File: config.mk
export PLATFORM = sky130hd
export DESIGN_NAME = commit_record_parser_flat
export DESIGN_NICKNAME = d
export VERILOG_FILES = /design/src/crp_pkg.sv /design/src/crp_if.sv /design/src/commit_record_parser.sv /design/src/flat_wrapper.sv
export SDC_FILE = /design/constraint.sdc
export NUM_CORES = 1
export LEC_CHECK = 0
export BUFFER_PORTS_ARGS = -buffer_cell sky130_fd_sc_hd__clkbuf_2
export CELL_PAD_IN_SITES_DETAIL_PLACEMENT = 0
export CELL_PAD_IN_SITES_GLOBAL_PLACEMENT = 1
export CORE_MARGIN = 5
export CORE_UTILIZATION = 38
export DETAILED_ROUTE_END_ITERATION = 16
export PLACE_DENSITY = 0.81
export SYNTH_ARGS = -nofsm -noshare
export SYNTH_HDL_FRONTEND = slang
export SYNTH_SLANG_ARGS = --single-unit
File: constraint.sdc
create_clock -name clock -period 3.47 [get_ports clock]
set_input_delay 0.694 -clock clock [delete_from_list [all_inputs] [get_ports clock]]
set_output_delay 0.694 -clock clock [all_outputs]
set_load 0.01 [all_outputs]
File: src/crp_pkg.sv
package crp_pkg;

   // record layout
   localparam int HASH_BYTES  = 20;
   localparam int MAX_PARENTS = 8;
   localparam int TIME_BYTES  = 8;

   // configuration port
   localparam int CSR_ADDR_W = 3;
   localparam int CSR_DATA_W = 32;
   localparam logic [0:0] REG_EXPECTED_VERSION = 1'b0;
   localparam logic [7:0] EXPECTED_VERSION_RESET = 8'd2;

   // parse phase, also the byte class reported on the result
   typedef enum logic [3:0] {
      PH_VERSION   = 4'd0,
      PH_COUNT     = 4'd1,
      PH_PHASH     = 4'd2,
      PH_CATALOG   = 4'd3,
      PH_TIME      = 4'd4,
      PH_NAME_LEN  = 4'd5,
      PH_NAME_TEXT = 4'd6,
      PH_MAIL_LEN  = 4'd7,
      PH_MAIL_TEXT = 4'd8,
      PH_MSG_LEN   = 4'd9,
      PH_MSG_TEXT  = 4'd10,
      PH_DONE      = 4'd11
   } phase_type;

endpackage

File: src/crp_if.sv
interface crp_req_if;
   import crp_pkg::*;

   logic       valid;
   logic       ready;
   logic [7:0] data_byte;
   logic       last_byte;

   modport source (output valid, output data_byte, output last_byte, input ready);
   modport sink (input valid, input data_byte, input last_byte, output ready);
endinterface

interface crp_rsp_if;
   import crp_pkg::*;

   logic        valid;
   logic        ready;
   logic [3:0]  byte_class;
   logic [7:0]  parent_number;
   logic [15:0] field_offset;
   logic [7:0]  byte_value;
   logic        record_end;
   logic        record_status;

   modport source (output valid, output byte_class, output parent_number,
                   output field_offset, output byte_value, output record_end,
                   output record_status, input ready);
   modport sink (input valid, input byte_class, input parent_number,
                 input field_offset, input byte_value, input record_end,
                 input record_status, output ready);
endinterface

File: src/commit_record_parser.sv
// Commit record parser. Record bytes arrive one per request on req_bus, the
// final byte flagged by last_byte; each request yields exactly one result on
// rsp_bus with the byte's field class, parent number, offset within its field,
// the byte itself, and on the final byte the ok/corrupt status. A small phase
// register and its counters decide each byte combinationally, and the result
// sits in an output register, so one request is taken every cycle while rsp_bus
// keeps up; the result appears in the cycle after its request is taken. A record
// is corrupt when its version byte differs from expected_version (APB register
// at byte address 0, reset value 2), when its parent count exceeds the maximum,
// or when it ends before the message text is complete. Bytes after a complete
// record or after an error are reported as ignored.
module commit_record_parser (
   input  logic                             clock,
   input  logic                             reset,
   crp_req_if.sink                          req_bus,
   crp_rsp_if.source                        rsp_bus,
   input  logic                             psel,
   input  logic                             penable,
   input  logic                             pwrite,
   input  logic [crp_pkg::CSR_ADDR_W-1:0]   paddr,
   input  logic [crp_pkg::CSR_DATA_W-1:0]   pwdata,
   output logic [crp_pkg::CSR_DATA_W-1:0]   prdata,
   output logic                             pready
);
   import crp_pkg::*;

   // configuration
   logic [7:0] expected_version_ff;

   // parse state
   phase_type   phase_ff, phase_in;
   logic [15:0] offset_ff, offset_in;
   logic [7:0]  parents_total_ff, parents_total_in;
   logic [7:0]  parent_index_ff, parent_index_in;
   logic [15:0] string_length_ff, string_length_in;
   logic        error_ff, error_in;

   // result register
   logic        rsp_valid_ff;
   logic [3:0]  byte_class_ff, byte_class_in;
   logic [7:0]  parent_number_ff, parent_number_in;
   logic [15:0] field_offset_ff, field_offset_in;
   logic [7:0]  byte_value_ff;
   logic        record_end_ff;
   logic        record_status_ff, record_status_in;

   logic        req_fire;
   logic [15:0] offset_inc;
   logic [7:0]  parent_index_inc;
   logic [7:0]  in_byte;
   logic        csr_write;

   // apb register access
   assign pready    = 1'b1;
   assign csr_write = psel && penable && pwrite && (paddr[2] == REG_EXPECTED_VERSION);
   assign prdata    = (paddr[2] == REG_EXPECTED_VERSION) ?
                      {{(CSR_DATA_W-8){1'b0}}, expected_version_ff} : '0;

   always_ff @(posedge clock) begin
      if (reset) begin
         expected_version_ff <= EXPECTED_VERSION_RESET;
      end else if (csr_write) begin
         expected_version_ff <= pwdata[7:0];
      end
   end

   // take a request whenever the result register is free or being emptied
   assign req_bus.ready = !rsp_valid_ff || rsp_bus.ready;
   assign req_fire      = req_bus.valid && req_bus.ready;
   assign in_byte       = req_bus.data_byte;

   assign offset_inc       = offset_ff + 16'd1;
   assign parent_index_inc = parent_index_ff + 8'd1;

   // per-byte decision and next parse state
   always_comb begin
      phase_in          = phase_ff;
      offset_in         = offset_ff;
      parents_total_in  = parents_total_ff;
      parent_index_in   = parent_index_ff;
      string_length_in  = string_length_ff;
      error_in          = error_ff;
      byte_class_in     = phase_ff;
      parent_number_in  = '0;
      field_offset_in   = '0;
      record_status_in  = 1'b0;

      unique case (phase_ff)
         PH_VERSION: begin
            if (in_byte != expected_version_ff) begin
               error_in = 1'b1;
               phase_in = PH_DONE;
            end else begin
               phase_in = PH_COUNT;
            end
         end
         PH_COUNT: begin
            if (in_byte > 8'(MAX_PARENTS)) begin
               error_in = 1'b1;
               phase_in = PH_DONE;
            end else begin
               parents_total_in = in_byte;
               parent_index_in  = '0;
               offset_in        = '0;
               phase_in         = (in_byte != 8'd0) ? PH_PHASH : PH_CATALOG;
            end
         end
         PH_PHASH: begin
            parent_number_in = parent_index_ff;
            field_offset_in  = offset_ff;
            offset_in        = offset_inc;
            if (offset_inc >= 16'(HASH_BYTES)) begin
               offset_in       = '0;
               parent_index_in = parent_index_inc;
               if (parent_index_inc >= parents_total_ff) begin
                  phase_in = PH_CATALOG;
               end
            end
         end
         PH_CATALOG: begin
            field_offset_in = offset_ff;
            offset_in       = offset_inc;
            if (offset_inc >= 16'(HASH_BYTES)) begin
               offset_in = '0;
               phase_in  = PH_TIME;
            end
         end
         PH_TIME: begin
            field_offset_in = offset_ff;
            offset_in       = offset_inc;
            if (offset_inc >= 16'(TIME_BYTES)) begin
               offset_in = '0;
               phase_in  = PH_NAME_LEN;
            end
         end
         PH_NAME_LEN, PH_MAIL_LEN, PH_MSG_LEN: begin
            field_offset_in = offset_ff;
            if (offset_ff == 16'd0) begin
               string_length_in = {8'd0, in_byte};
               offset_in        = 16'd1;
            end else begin
               string_length_in = {in_byte, 8'd0} | string_length_ff;
               offset_in        = '0;
               // an empty string skips its text field
               if (string_length_in != 16'd0) begin
                  phase_in = phase_type'(phase_ff + 4'd1);
               end else if (phase_ff == PH_MSG_LEN) begin
                  phase_in = PH_DONE;
               end else begin
                  phase_in = phase_type'(phase_ff + 4'd2);
               end
            end
         end
         PH_NAME_TEXT, PH_MAIL_TEXT, PH_MSG_TEXT: begin
            field_offset_in = offset_ff;
            offset_in       = offset_inc;
            if (offset_inc >= string_length_ff) begin
               offset_in = '0;
               phase_in  = (phase_ff == PH_MSG_TEXT) ? PH_DONE :
                           phase_type'(phase_ff + 4'd1);
            end
         end
         default: begin
            byte_class_in = PH_DONE;
         end
      endcase

      // final byte reports status and rearms for the next record
      if (req_bus.last_byte) begin
         record_status_in = error_in || (phase_in != PH_DONE);
         phase_in         = PH_VERSION;
         offset_in        = '0;
         parents_total_in = '0;
         parent_index_in  = '0;
         string_length_in = '0;
         error_in         = 1'b0;
      end
   end

   // parse state registers
   always_ff @(posedge clock) begin
      if (reset) begin
         phase_ff         <= PH_VERSION;
         offset_ff        <= '0;
         parents_total_ff <= '0;
         parent_index_ff  <= '0;
         string_length_ff <= '0;
         error_ff         <= 1'b0;
      end else if (req_fire) begin
         phase_ff         <= phase_in;
         offset_ff        <= offset_in;
         parents_total_ff <= parents_total_in;
         parent_index_ff  <= parent_index_in;
         string_length_ff <= string_length_in;
         error_ff         <= error_in;
      end
   end

   // result valid
   always_ff @(posedge clock) begin
      if (reset) begin
         rsp_valid_ff <= 1'b0;
      end else if (req_fire) begin
         rsp_valid_ff <= 1'b1;
      end else if (rsp_bus.ready) begin
         rsp_valid_ff <= 1'b0;
      end
   end

   // result payload
   always_ff @(posedge clock) begin
      if (req_fire) begin
         byte_class_ff    <= byte_class_in;
         parent_number_ff <= parent_number_in;
         field_offset_ff  <= field_offset_in;
         byte_value_ff    <= in_byte;
         record_end_ff    <= req_bus.last_byte;
         record_status_ff <= record_status_in;
      end
   end

   assign rsp_bus.valid         = rsp_valid_ff;
   assign rsp_bus.byte_class    = byte_class_ff;
   assign rsp_bus.parent_number = parent_number_ff;
   assign rsp_bus.field_offset  = field_offset_ff;
   assign rsp_bus.byte_value    = byte_value_ff;
   assign rsp_bus.record_end    = record_end_ff;
   assign rsp_bus.record_status = record_status_ff;

endmodule
File: src/flat_wrapper.sv
// flat-port wrapper written by rule: the top's interface ports become plain ports
module commit_record_parser_flat import crp_pkg::*;
  (clock, reset, psel, penable, pwrite, paddr, pwdata, prdata, pready, req_bus_valid, req_bus_data_byte, req_bus_last_byte, req_bus_ready, rsp_bus_valid, rsp_bus_byte_class, rsp_bus_parent_number, rsp_bus_field_offset, rsp_bus_byte_value, rsp_bus_record_end, rsp_bus_record_status, rsp_bus_ready);
  crp_req_if req_bus_i ();
  crp_rsp_if rsp_bus_i ();
  input  logic clock;
  input  logic reset;
  input  logic psel;
  input  logic penable;
  input  logic pwrite;
  input  logic [crp_pkg::CSR_ADDR_W-1:0] paddr;
  input  logic [crp_pkg::CSR_DATA_W-1:0] pwdata;
  output logic [crp_pkg::CSR_DATA_W-1:0] prdata;
  output logic pready;
  input wire logic [$bits(req_bus_i.valid)-1:0] req_bus_valid;
  input wire logic [$bits(req_bus_i.data_byte)-1:0] req_bus_data_byte;
  input wire logic [$bits(req_bus_i.last_byte)-1:0] req_bus_last_byte;
  output wire logic [$bits(req_bus_i.ready)-1:0] req_bus_ready;
  output wire logic [$bits(rsp_bus_i.valid)-1:0] rsp_bus_valid;
  output wire logic [$bits(rsp_bus_i.byte_class)-1:0] rsp_bus_byte_class;
  output wire logic [$bits(rsp_bus_i.parent_number)-1:0] rsp_bus_parent_number;
  output wire logic [$bits(rsp_bus_i.field_offset)-1:0] rsp_bus_field_offset;
  output wire logic [$bits(rsp_bus_i.byte_value)-1:0] rsp_bus_byte_value;
  output wire logic [$bits(rsp_bus_i.record_end)-1:0] rsp_bus_record_end;
  output wire logic [$bits(rsp_bus_i.record_status)-1:0] rsp_bus_record_status;
  input wire logic [$bits(rsp_bus_i.ready)-1:0] rsp_bus_ready;
  assign req_bus_i.valid = req_bus_valid;
  assign req_bus_i.data_byte = req_bus_data_byte;
  assign req_bus_i.last_byte = req_bus_last_byte;
  assign req_bus_ready = req_bus_i.ready;
  assign rsp_bus_valid = rsp_bus_i.valid;
  assign rsp_bus_byte_class = rsp_bus_i.byte_class;
  assign rsp_bus_parent_number = rsp_bus_i.parent_number;
  assign rsp_bus_field_offset = rsp_bus_i.field_offset;
  assign rsp_bus_byte_value = rsp_bus_i.byte_value;
  assign rsp_bus_record_end = rsp_bus_i.record_end;
  assign rsp_bus_record_status = rsp_bus_i.record_status;
  assign rsp_bus_i.ready = rsp_bus_ready;
  commit_record_parser u_core (.clock(clock), .reset(reset), .req_bus(req_bus_i), .rsp_bus(rsp_bus_i), .psel(psel), .penable(penable), .pwrite(pwrite), .paddr(paddr), .pwdata(pwdata), .prdata(prdata), .pready(pready));
endmodule
# --- Word-level counts from Yosys, hierarchy flattened ---
# Cells that the tools add are included.
op_classes:
  n_eq_ne: 15
  reduce_logical: 25
  add_sub_neg: 4
  n_lt_le_gt_ge: 5
  bitwise_logic: 2
  n_mux: 38
op_table:
  columns: ["op", "n"]
  rows:
  - ["two-way mux 16 bit", 8]
  - ["one-hot mux 16 bit (5 select lines)", 1]
  - ["two-way mux 8 bit", 7]
  - ["two-way mux 4 bit", 12]
  - ["one-hot mux 4 bit (7 select lines)", 1]
  - ["adder 16 x 1 -> 16 bit (second input constant)", 1]
  - ["equality test 4 x 3 -> 1 bit (second input constant)", 4]
  - [">= comparator 16 bit", 1]
  - [">= comparator 16 x 4 -> 1 bit (second input constant)", 1]
  - [">= comparator 16 x 5 -> 1 bit (second input constant)", 1]
  - ["logical NOT 16 bit", 1]
  - ["OR 16 bit", 1]
  - ["one-hot mux 8 bit (2 select lines)", 1]
  - ["nonzero test 16 bit", 1]
  - ["equality test 4 bit (second input constant)", 3]
  - ["OR reduction 11 bit", 1]
  - ["OR reduction 9 bit", 1]
  - ["adder 8 x 1 -> 8 bit (second input constant)", 1]
  - ["equality test 4 x 2 -> 1 bit (second input constant)", 2]
  - [">= comparator 8 bit", 1]
  - ["> comparator 8 x 4 -> 1 bit (second input constant)", 1]
  - ["!= test 8 bit", 1]
  - ["nonzero test 8 bit", 1]
  - ["two-way mux 1 bit", 7]
  - ["21 further kinds", 29]
word_totals:
  output_inout_bits: 73
  in_bits: 51
  ff_bits: 100

# --- Depth between registers and ports, before layout ---
# Gate-level depths: netlist of run 1.
logic_depth:
  ltp_word: 7
  depth_mapped: 17
  mapped_depth_nobuf: 16

# --- Worst setup path before layout of run 1 ---
# OpenSTA, ideal clock, no wires.
synth_timing:
  kind: "register to register"
  startpoint: "register u_core.offset_ff[0]"
  endpoint: "register u_core.record_status_ff (netlist: u_core.rsp_bus.record_status), data pin"
  n_path_buf: 1
  t_arrival_ns: 3.530
  slack_ns: -0.331
  path_stages_with_launch: 18
  path_cell_list: "dfxtp_1 ha_1 buf_6 nand3_2 nor2_1 and3_1 and3_1 xor2_1 ha_1 and4_1 a41o_1 a21oi_1 o21ai_0 a21o_1 a311o_1 and3_1 nor4_1 a31oi_1"
synth_between:
  elab_chain_len: 6
  elab_cells_between_ends: 13
synth_lines:
  columns: ["element", "line", "text"]
  rows:
  - ["start: declaration", "commit_record_parser.sv:32", "logic [15:0] offset_ff, offset_in;"]
  - ["start signal: assignment", "commit_record_parser.sv:191", "offset_ff <= offset_in;"]
  - ["adder 16 x 1 -> 16 bit", "commit_record_parser.sv:72", "assign offset_inc = offset_ff + 16'd1;"]
  - [">= comparator 16 bit, or another cell as far along", "commit_record_parser.sv:157", "if (offset_inc >= string_length_ff) begin"]
  - ["two-way mux 4 bit (on tied branches)", null, null]
  - ["one-hot mux 4 bit (7 select lines) (*)", "commit_record_parser.sv:88", "unique case (phase_ff)"]
  - ["!= test 4 bit (*)", "commit_record_parser.sv:170", "record_status_in = error_in || (phase_in != PH_DONE);"]
  - ["logical OR 1 bit (*)", "commit_record_parser.sv:170", null]
  - ["end signal: assignment", "commit_record_parser.sv:218", "record_status_ff <= record_status_in;"]
  - ["end: declaration", "commit_record_parser.sv:45", "logic record_status_ff, record_status_in;"]
# Every way passes the cells marked *; elsewhere a longest branch is shown, timed or not.
# A chain may end at the register's enable or synchronous reset.

# --- Worst setup path after layout of run 1 ---
# Same ends and word-level chain as after synthesis.

==> run_results.csv, run 1 <==
group,metric,value,unit
clock_network,clk-insertion-delay-late,0.36,ns
synthesis,synthArstFlopShare,0,%
critical_path,path_cells,"nand4_4 -> or4_4 -> and2_4 -> or2_4 -> ha_4 -> and4_4 -> nand2_4 -> a21oi_1 -> a211oi_1 -> a311o_1 -> and3_1 -> nor4_1 -> a31oi_1",
timing,tightest_slew,0.6909,ns
timing,hold_viol_final,0,
power,pwr-share-seq,45.6,%
timing,post-route-period-util,103.8,%
synthesis,syn_area,0.006018,mm2
critical_path,path_depth,13,
clock_network,cts_tree,"built",
power,p_leak,3.185,nW
run_status,violations,"negative setup slack",
routing,dr.first_iter.drc_count,335,
routing,wl,16.70,mm
critical_path,r2r_start,"u_core.offset_ff[0]$_SDFFE_PP0P_",
floorplanning,io_pins,124,
routing,via_count,5324,
critical_path,crit_path_start_kind,"flip-flop",
critical_path,r2r_end,"u_core.rsp_bus.record_status$_SDFFCE_PN0P_",
floorplanning,die_x,135.8,um
critical_path,crit_end,"u_core.rsp_bus.record_status$_SDFFCE_PN0P_",
clock_network,clk_pin_slew,0.07,ns
timing,maxSlewHeadroom,53.63,%
routing,via_per_inst,5.209,
timing,holdWs,0.4609,ns
global_routing,grtUsageTotal,17.85,%
final_layout,design_area,0.007457,mm2
synthesis,ys_types,67,
power,p_clk_share,33.9,%
final_layout,mostFrequentLayoutCells,"clkbuf_2, nor2_1, buf_4",
global_routing,grt_max_degree,35,
routing,first_pass_iters,5,
final_layout,nFillCells,1486,
critical_path,path_max_fanout,4,
power,swShare,30.50,%
place,hpwlAfterDp,11.91,mm
critical_path,crit_start,"u_core.offset_ff[0]$_SDFFE_PP0P_",
synthesis,yosysWarnings,0,
power,switching_power,866.1,uW
global_routing,gr-total-overflow,0,
routing,drcViolationCount,0,
critical_path,end_kind,"flip-flop",
job,maxCapViolCount,0,
global_routing,grt_pass1_wl,26.17,mm
routing,wl_per_cell,16.34,um
critical_path,worstPathRequired,3.56,ns
critical_path,r2r_slack,-0.13,ns
power,combPwrFrac,20.5,%
place,portBuffers,72,
timing,slew_viol_final,0,
power,ir_drop,0.0002249,V
critical_path,worst_path_dominant_cell_family,"simple AND/OR/NAND/NOR gates",
critical_path,reg2regPathDepth,13,
synthesis,synth_edf_count,38,
floorplanning,core,0.01571,mm2
clock_network,htree_levels,3,
critical_path,slowest_delay,0.51,ns
critical_path,slowest_stage,"or4_4",
min_path,hp-class,"reg -> reg",
floorplanning,rows,46,
final_layout,layout-drive-gt1-share,27.79,%
power,internal_power,1.973,mW
final_layout,antennaDiodeCount,0,
final_layout,nNetsFinal,883,
final_layout,syn_to_final_growth,23.91,%
final_layout,final_common_cell,"clkbuf_2",
place,post_dp_cell_area,0.006922,mm2
timing,rsz0062_at_grt,"true",
critical_path,cp.arrival,3.69,ns
routing,final_antenna_net_count,0,
clock_network,cts-root-buf,"clkbuf_16",
clock_network,cts_buffer_depth,2,
floorplanning,fp.dieH,135.8,um
global_routing,grt_pass1_vias,5078,
run_status,status,"complete, but fails checks",
synthesis,synth_flop_cell,"dfxtp_1",
clock_network,cts.sinks,100,
global_routing,antenna_found_initial,0,
critical_path,cp_num_buf_inv,0,
timing,period_needed,3.604,ns
synthesis,postSynthAreaPerCell,8.850,um2
critical_path,crit_type,"reg -> reg",
synthesis,ys_ff_latch,100,
synthesis,postSynthCellCount,680,
clock_network,cts_buffers,9,
clock_network,ctsHoldBuffers,0,
timing,setup_violations,9,
timing,fmax,0.2775,GHz
synthesis,synth_seq_area_share,39.58,%
floorplanning,start_util,38.30,%
timing,layout_setup_ws,-0.1336,ns
timing,finalClockSkew,0.008449,ns
floorplanning,floorplan.die_area,0.01845,mm2
power,p_per_area,380.7,mW/mm2
place,place_congestion,0.9483,
-- Yosys cell counts, types with 19 or more instances --
master	count	area (um2)
dfxtp_1	62	1241
nor2_1	72	270.3
buf_4	31	232.7
xor2_1	19	166.4
nand3_1	19	95.09
a21oi_1	48	240.2
ha_1	31	387.9
edfxtp_1	38	1141
inv_1	41	153.9
nand2_1	55	206.5
and2_1	23	143.9
-- layout make-up --
class	count	area [um2]	area share, %
tap	216	270.3	3.624
sequential	100	2396	32.13
clock inverter	7	46.29	0.6208
timing repair buffer	142	914.6	12.27
clock buffer	9	225.2	3.020
inverter	41	153.9	2.064
multi-input combinational	507	3451	46.28
-- power by group through the flow --
stage	logic, mW	registers [mW]	clock network (mW)
after floorplan	0.345	1.33	0
after detailed placement	0.543	1.32	0
final	0.582	1.29	0.962
after global routing	0.635	1.30	1.03
after global placement	0.543	1.32	0
after CTS	0.559	1.29	0.977
-- worst min-delay path, delay by kind of cell (launching register included) --
family,cells,cell delay (ns)
AND/OR/NAND/NOR,1,0.05
flip-flops,1,0.30
buffers and inverters,1,0.06
-- state kept, by name, summed over array words and instances, names as in the netlist, 4 cells and up --
name and cells:
u_core.phase_ff 4, u_core.offset_ff 16, u_core.parents_total_ff 8, u_core.rsp_bus.parent_number 8, u_core.rsp_bus.field_offset 16, u_core.rsp_bus.byte_class 4
u_core.rsp_bus.byte_value 8, u_core.parent_index_ff 8, u_core.expected_version_ff 8, u_core.string_length_ff 16
-- through the flow --
step	setup TNS (ns)	util [%]	setup WS (ns)	cells	total power [mW]
final	-0.3494	47.46	-0.1336	1022	2.839
after global routing	-2.106	47.46	-0.2422	1022	2.964
after CTS	-0.3134	46.74	-0.04510	1019	2.831
after detailed placement	-1.450	44.05	-0.2985	1001	1.864
after global placement	-1.535	44.05	-0.2509	1001	1.863
after floorplan	-0.1195	-	-0.1195	703	1.678
-- cell families (layout without fill, tap and decap cells) --
logic type | count (synthesis) | after routing | share of synthesized area (%)
xor+xnor | 30 | 30 | 4.366
fa+ha+maj | 31 | 31 | 6.445
mux | 9 | 9 | 1.518
simple gates | 266 | 266 | 22.95
buf+inv | 96 | 199 | 8.794
other cells | 2 | 25 | 0.1248
flops | 100 | 100 | 39.58
compound gates | 146 | 146 | 16.22
-- repair_timing --
item | 4_1_cts | 5_1_grt
gates resized for setup | 30 | 14
cloned | 0 | 0
setup endpoints to repair | 17 | 19
setup buffers | 2 | 3
hold endpoints to repair | 0 | 0
pin swaps | 14 | 13
-- metal layers --
| metal | GRT usage, % | wire length (um) |
|---|---|---|
| met5 | 0 | 0 |
| met4 | 5.767 | 311 |
| met3 | 2.998 | 807 |
| met2 | 29.84 | 8040 |
| met1 | 23.59 | 7544 |
-- worst min path at each step --
stage | startpoint | endpoint | cells after the start
after global routing | u_core.parents_total_ff[6]$_SDFFE_PP0P_ | u_core.parents_total_ff[6]$_SDFFE_PP0P_ | 2
after detailed placement | u_core.parents_total_ff[4]$_SDFFE_PP0P_ | u_core.parents_total_ff[4]$_SDFFE_PP0P_ | 2
after CTS | u_core.parents_total_ff[4]$_SDFFE_PP0P_ | u_core.parents_total_ff[4]$_SDFFE_PP0P_ | 2
final | u_core.parents_total_ff[5]$_SDFFE_PP0P_ | u_core.parents_total_ff[5]$_SDFFE_PP0P_ | 2
after global placement | u_core.parents_total_ff[7]$_SDFFE_PP0P_ | u_core.parents_total_ff[7]$_SDFFE_PP0P_ | 2
after floorplan | u_core.parents_total_ff[4]$_SDFFE_PP0P_ | u_core.parents_total_ff[4]$_SDFFE_PP0P_ | 2
No activity file was read; power rests on OpenSTA's default activity.
==> run 2, diff against run 1 <==
Settings changed: SETUP_SLACK_MARGIN set to 0.5.
==> run 2 against run 1 <==
The run still ends with negative setup slack left. Combinational power increased by 8.6%. Maximum frequency up 1.6%. First-iteration DRC count up 16%. Critical path depth rose by 2. Sequential cell count unchanged. Cell count is 1.1% higher. Clock power is 2.4% lower. Wire length is 1.2% lower. Setup slack better by 0.058 ns. Sequential share of layout area shrank 0.78 points. Clock skew decreased by 0.00053 ns. Power up 0.87%. Critical path type unchanged. Critical endpoint unchanged. Largest cell class unchanged.
==> run_results.csv, run 2 (synthesis results as in run 1) <==
group,metric,value,unit
global_routing,gr-total-overflow,0,
final_layout,nNetsFinal,894,
timing,maxSlewHeadroom,60.16,%
timing,slew_viol_final,0,
routing,first_pass_iters,7,
place,post_dp_cell_area,0.006937,mm2
timing,setup_violations,10,
critical_path,cp.arrival,3.64,ns
floorplanning,core,0.01571,mm2
run_status,violations,"negative setup slack",
floorplanning,start_util,38.30,%
global_routing,grt_pass1_vias,5002,
final_layout,antennaDiodeCount,0,
floorplanning,floorplan.die_area,0.01845,mm2
routing,wl,16.51,mm
critical_path,slowest_delay,0.54,ns
run_status,status,"complete, but fails checks",
timing,hold_viol_final,0,
job,maxCapViolCount,0,
power,p_leak,3.261,nW
final_layout,final_common_cell,"clkbuf_2",
clock_network,cts-root-buf,"clkbuf_16",
clock_network,cts_buffers,9,
final_layout,syn_to_final_growth,27.51,%
clock_network,cts_buffer_depth,2,
final_layout,nFillCells,1522,
critical_path,end_kind,"flip-flop",
critical_path,crit_path_start_kind,"flip-flop",
place,hpwlAfterDp,11.75,mm
critical_path,worstPathRequired,3.56,ns
critical_path,path_cells,"nand3_4 -> or4_4 -> and2_4 -> or2_4 -> ha_4 -> and4_4 -> a41o_1 -> a21oi_2 -> o21ai_4 -> buf_6 -> a311oi_1 -> a32oi_1 -> and4b_1 -> nor3_1 -> a31oi_1",
timing,rsz0062_at_grt,"true",
power,ir_drop,0.0002483,V
floorplanning,rows,46,
timing,fmax,0.2820,GHz
floorplanning,die_x,135.8,um
final_layout,ff_latch_area,0.002406,mm2
routing,via_count,5336,
final_layout,layout-drive-gt1-share,30.23,%
critical_path,slowest_stage,"or4_4",
timing,post-route-period-util,102.2,%
global_routing,antenna_found_initial,0,
timing,period_needed,3.546,ns
routing,via_per_inst,5.166,
clock_network,cts.sinks,100,
place,portBuffers,72,
final_layout,mostFrequentLayoutCells,"clkbuf_2, buf_4, nor2_1",
routing,final_antenna_net_count,0,
global_routing,grtUsageTotal,17.57,%
final_layout,finish.utilization,48.84,%
place,place_congestion,0.8931,
timing,tightest_slew,0.5825,ns
critical_path,path_max_fanout,4,
floorplanning,io_pins,124,
final_layout,design_area,0.007674,mm2
clock_network,ctsHoldBuffers,0,
floorplanning,fp.dieH,135.8,um
timing,finalClockSkew,0.007917,ns
global_routing,grt_pass1_wl,25.75,mm
clock_network,clk-insertion-delay-late,0.36,ns
timing,layout_setup_ws,-0.07582,ns
power,p_per_area,373.2,mW/mm2
final_layout,multi_input_area,0.003557,mm2
min_path,hp-class,"reg -> reg",
clock_network,cts_tree,"built",
critical_path,crit_type,"reg -> reg",
clock_network,clk_pin_slew,0.07,ns
routing,wl_per_cell,15.98,um
routing,dr.first_iter.drc_count,390,
global_routing,grt_max_degree,47,
clock_network,htree_levels,3,
routing,drcViolationCount,0,
[run 2: cell count changes in the layout (fill, tap and decap cells not counted), moves of 2 or more]
cell      before  now
clkbuf_1       0    2
and3_1        10    8
nand2_1       52   54
inv_6          3    1
buf_6          5   10
and3_4         1    4
dfxtp_4        2    5
buf_4         63   70
nor4_1        13   11
a21oi_1       42   40
nand2_2        2    0
dfxtp_1       55   53
[run 2: metrics by stage]
| stage | power (mW) | hold WS, ns | cells | TNS [ns] | worst slack (ns) |
|---|---|---|---|---|---|
| finish | 2.864 | 0.4546 | 1033 | -0.3612 | -0.07582 |
| global route | 2.994 | 0.4890 | 1033 | -2.263 | -0.1905 |
| CTS | 2.852 | 0.4561 | 1024 | -0.04202 | -0.02335 |
| detailed placement | 1.867 | 0.4454 | 999 | -2.073 | -0.3312 |
| global placement | 1.868 | 0.4432 | 999 | -1.874 | -0.2879 |
| floorplan | 1.684 | 0.4303 | 703 | -0.1191 | -0.1191 |
[run 2: worst max-delay path: cells and delay by family, from the launching register on]
family	cells	cell delay, ns
AND/OR/NAND/NOR	7	1.59
AO/OA/AOI/OAI	6	0.95
flip-flops	1	0.37
adder cells (fa/ha/maj)	1	0.23
buffers and inverters	1	0.13
[run 2: final cells by class]
type | instances | share of cell area, %
repair buffers | 153 | 13.27
clock buffers | 11 | 3.033
clock inverters | 5 | 0.4565
multi-input cells | 507 | 46.36
inverters | 41 | 2.006
flip-flops and latches | 100 | 31.35
well taps | 216 | 3.522
[run 2: routing by layer]
metal / global-route usage, % / wire, um / vias up
met5: 0 / 0 / -
met4: 5.711 / 298 / 0
met3: 2.961 / 784 / 22
met2: 28.84 / 7790 / 126
met1: 23.64 / 7637 / 2541
li1: - / - / 2647
[run 2: power by group]
group	switching, mW	internal [mW]	leakage (nW)	total (mW)
Sequential	0.0286	1.26	0.884	1.29
Combinational	0.382	0.250	2.24	0.632
Clock	0.448	0.490	0.135	0.939
Total	0.859	2.00	3.26	2.86
[run 2: final timing paths]
kind / startpoint / to / slack [ns] / cells after the start
setup / recovery: u_core.offset_ff[6]$_SDFFE_PP0P_ / u_core.rsp_bus.record_status$_SDFFCE_PN0P_ / -0.08 / 15
hold / removal: u_core.parents_total_ff[7]$_SDFFE_PP0P_ / u_core.parents_total_ff[7]$_SDFFE_PP0P_ / 0.45 / 2
setup reg to reg: u_core.offset_ff[6]$_SDFFE_PP0P_ / u_core.rsp_bus.record_status$_SDFFCE_PN0P_ / -0.08 / 15
hold reg to reg: u_core.parents_total_ff[7]$_SDFFE_PP0P_ / u_core.parents_total_ff[7]$_SDFFE_PP0P_ / 0.45 / 2
[run 2: timing repair]
item | CTS | global route
setup buffers | 9 | 8
pin swaps | 19 | 27
setup endpoints to repair | 22 | 37
resized for setup | 29 | 39
gates cloned | 0 | 1
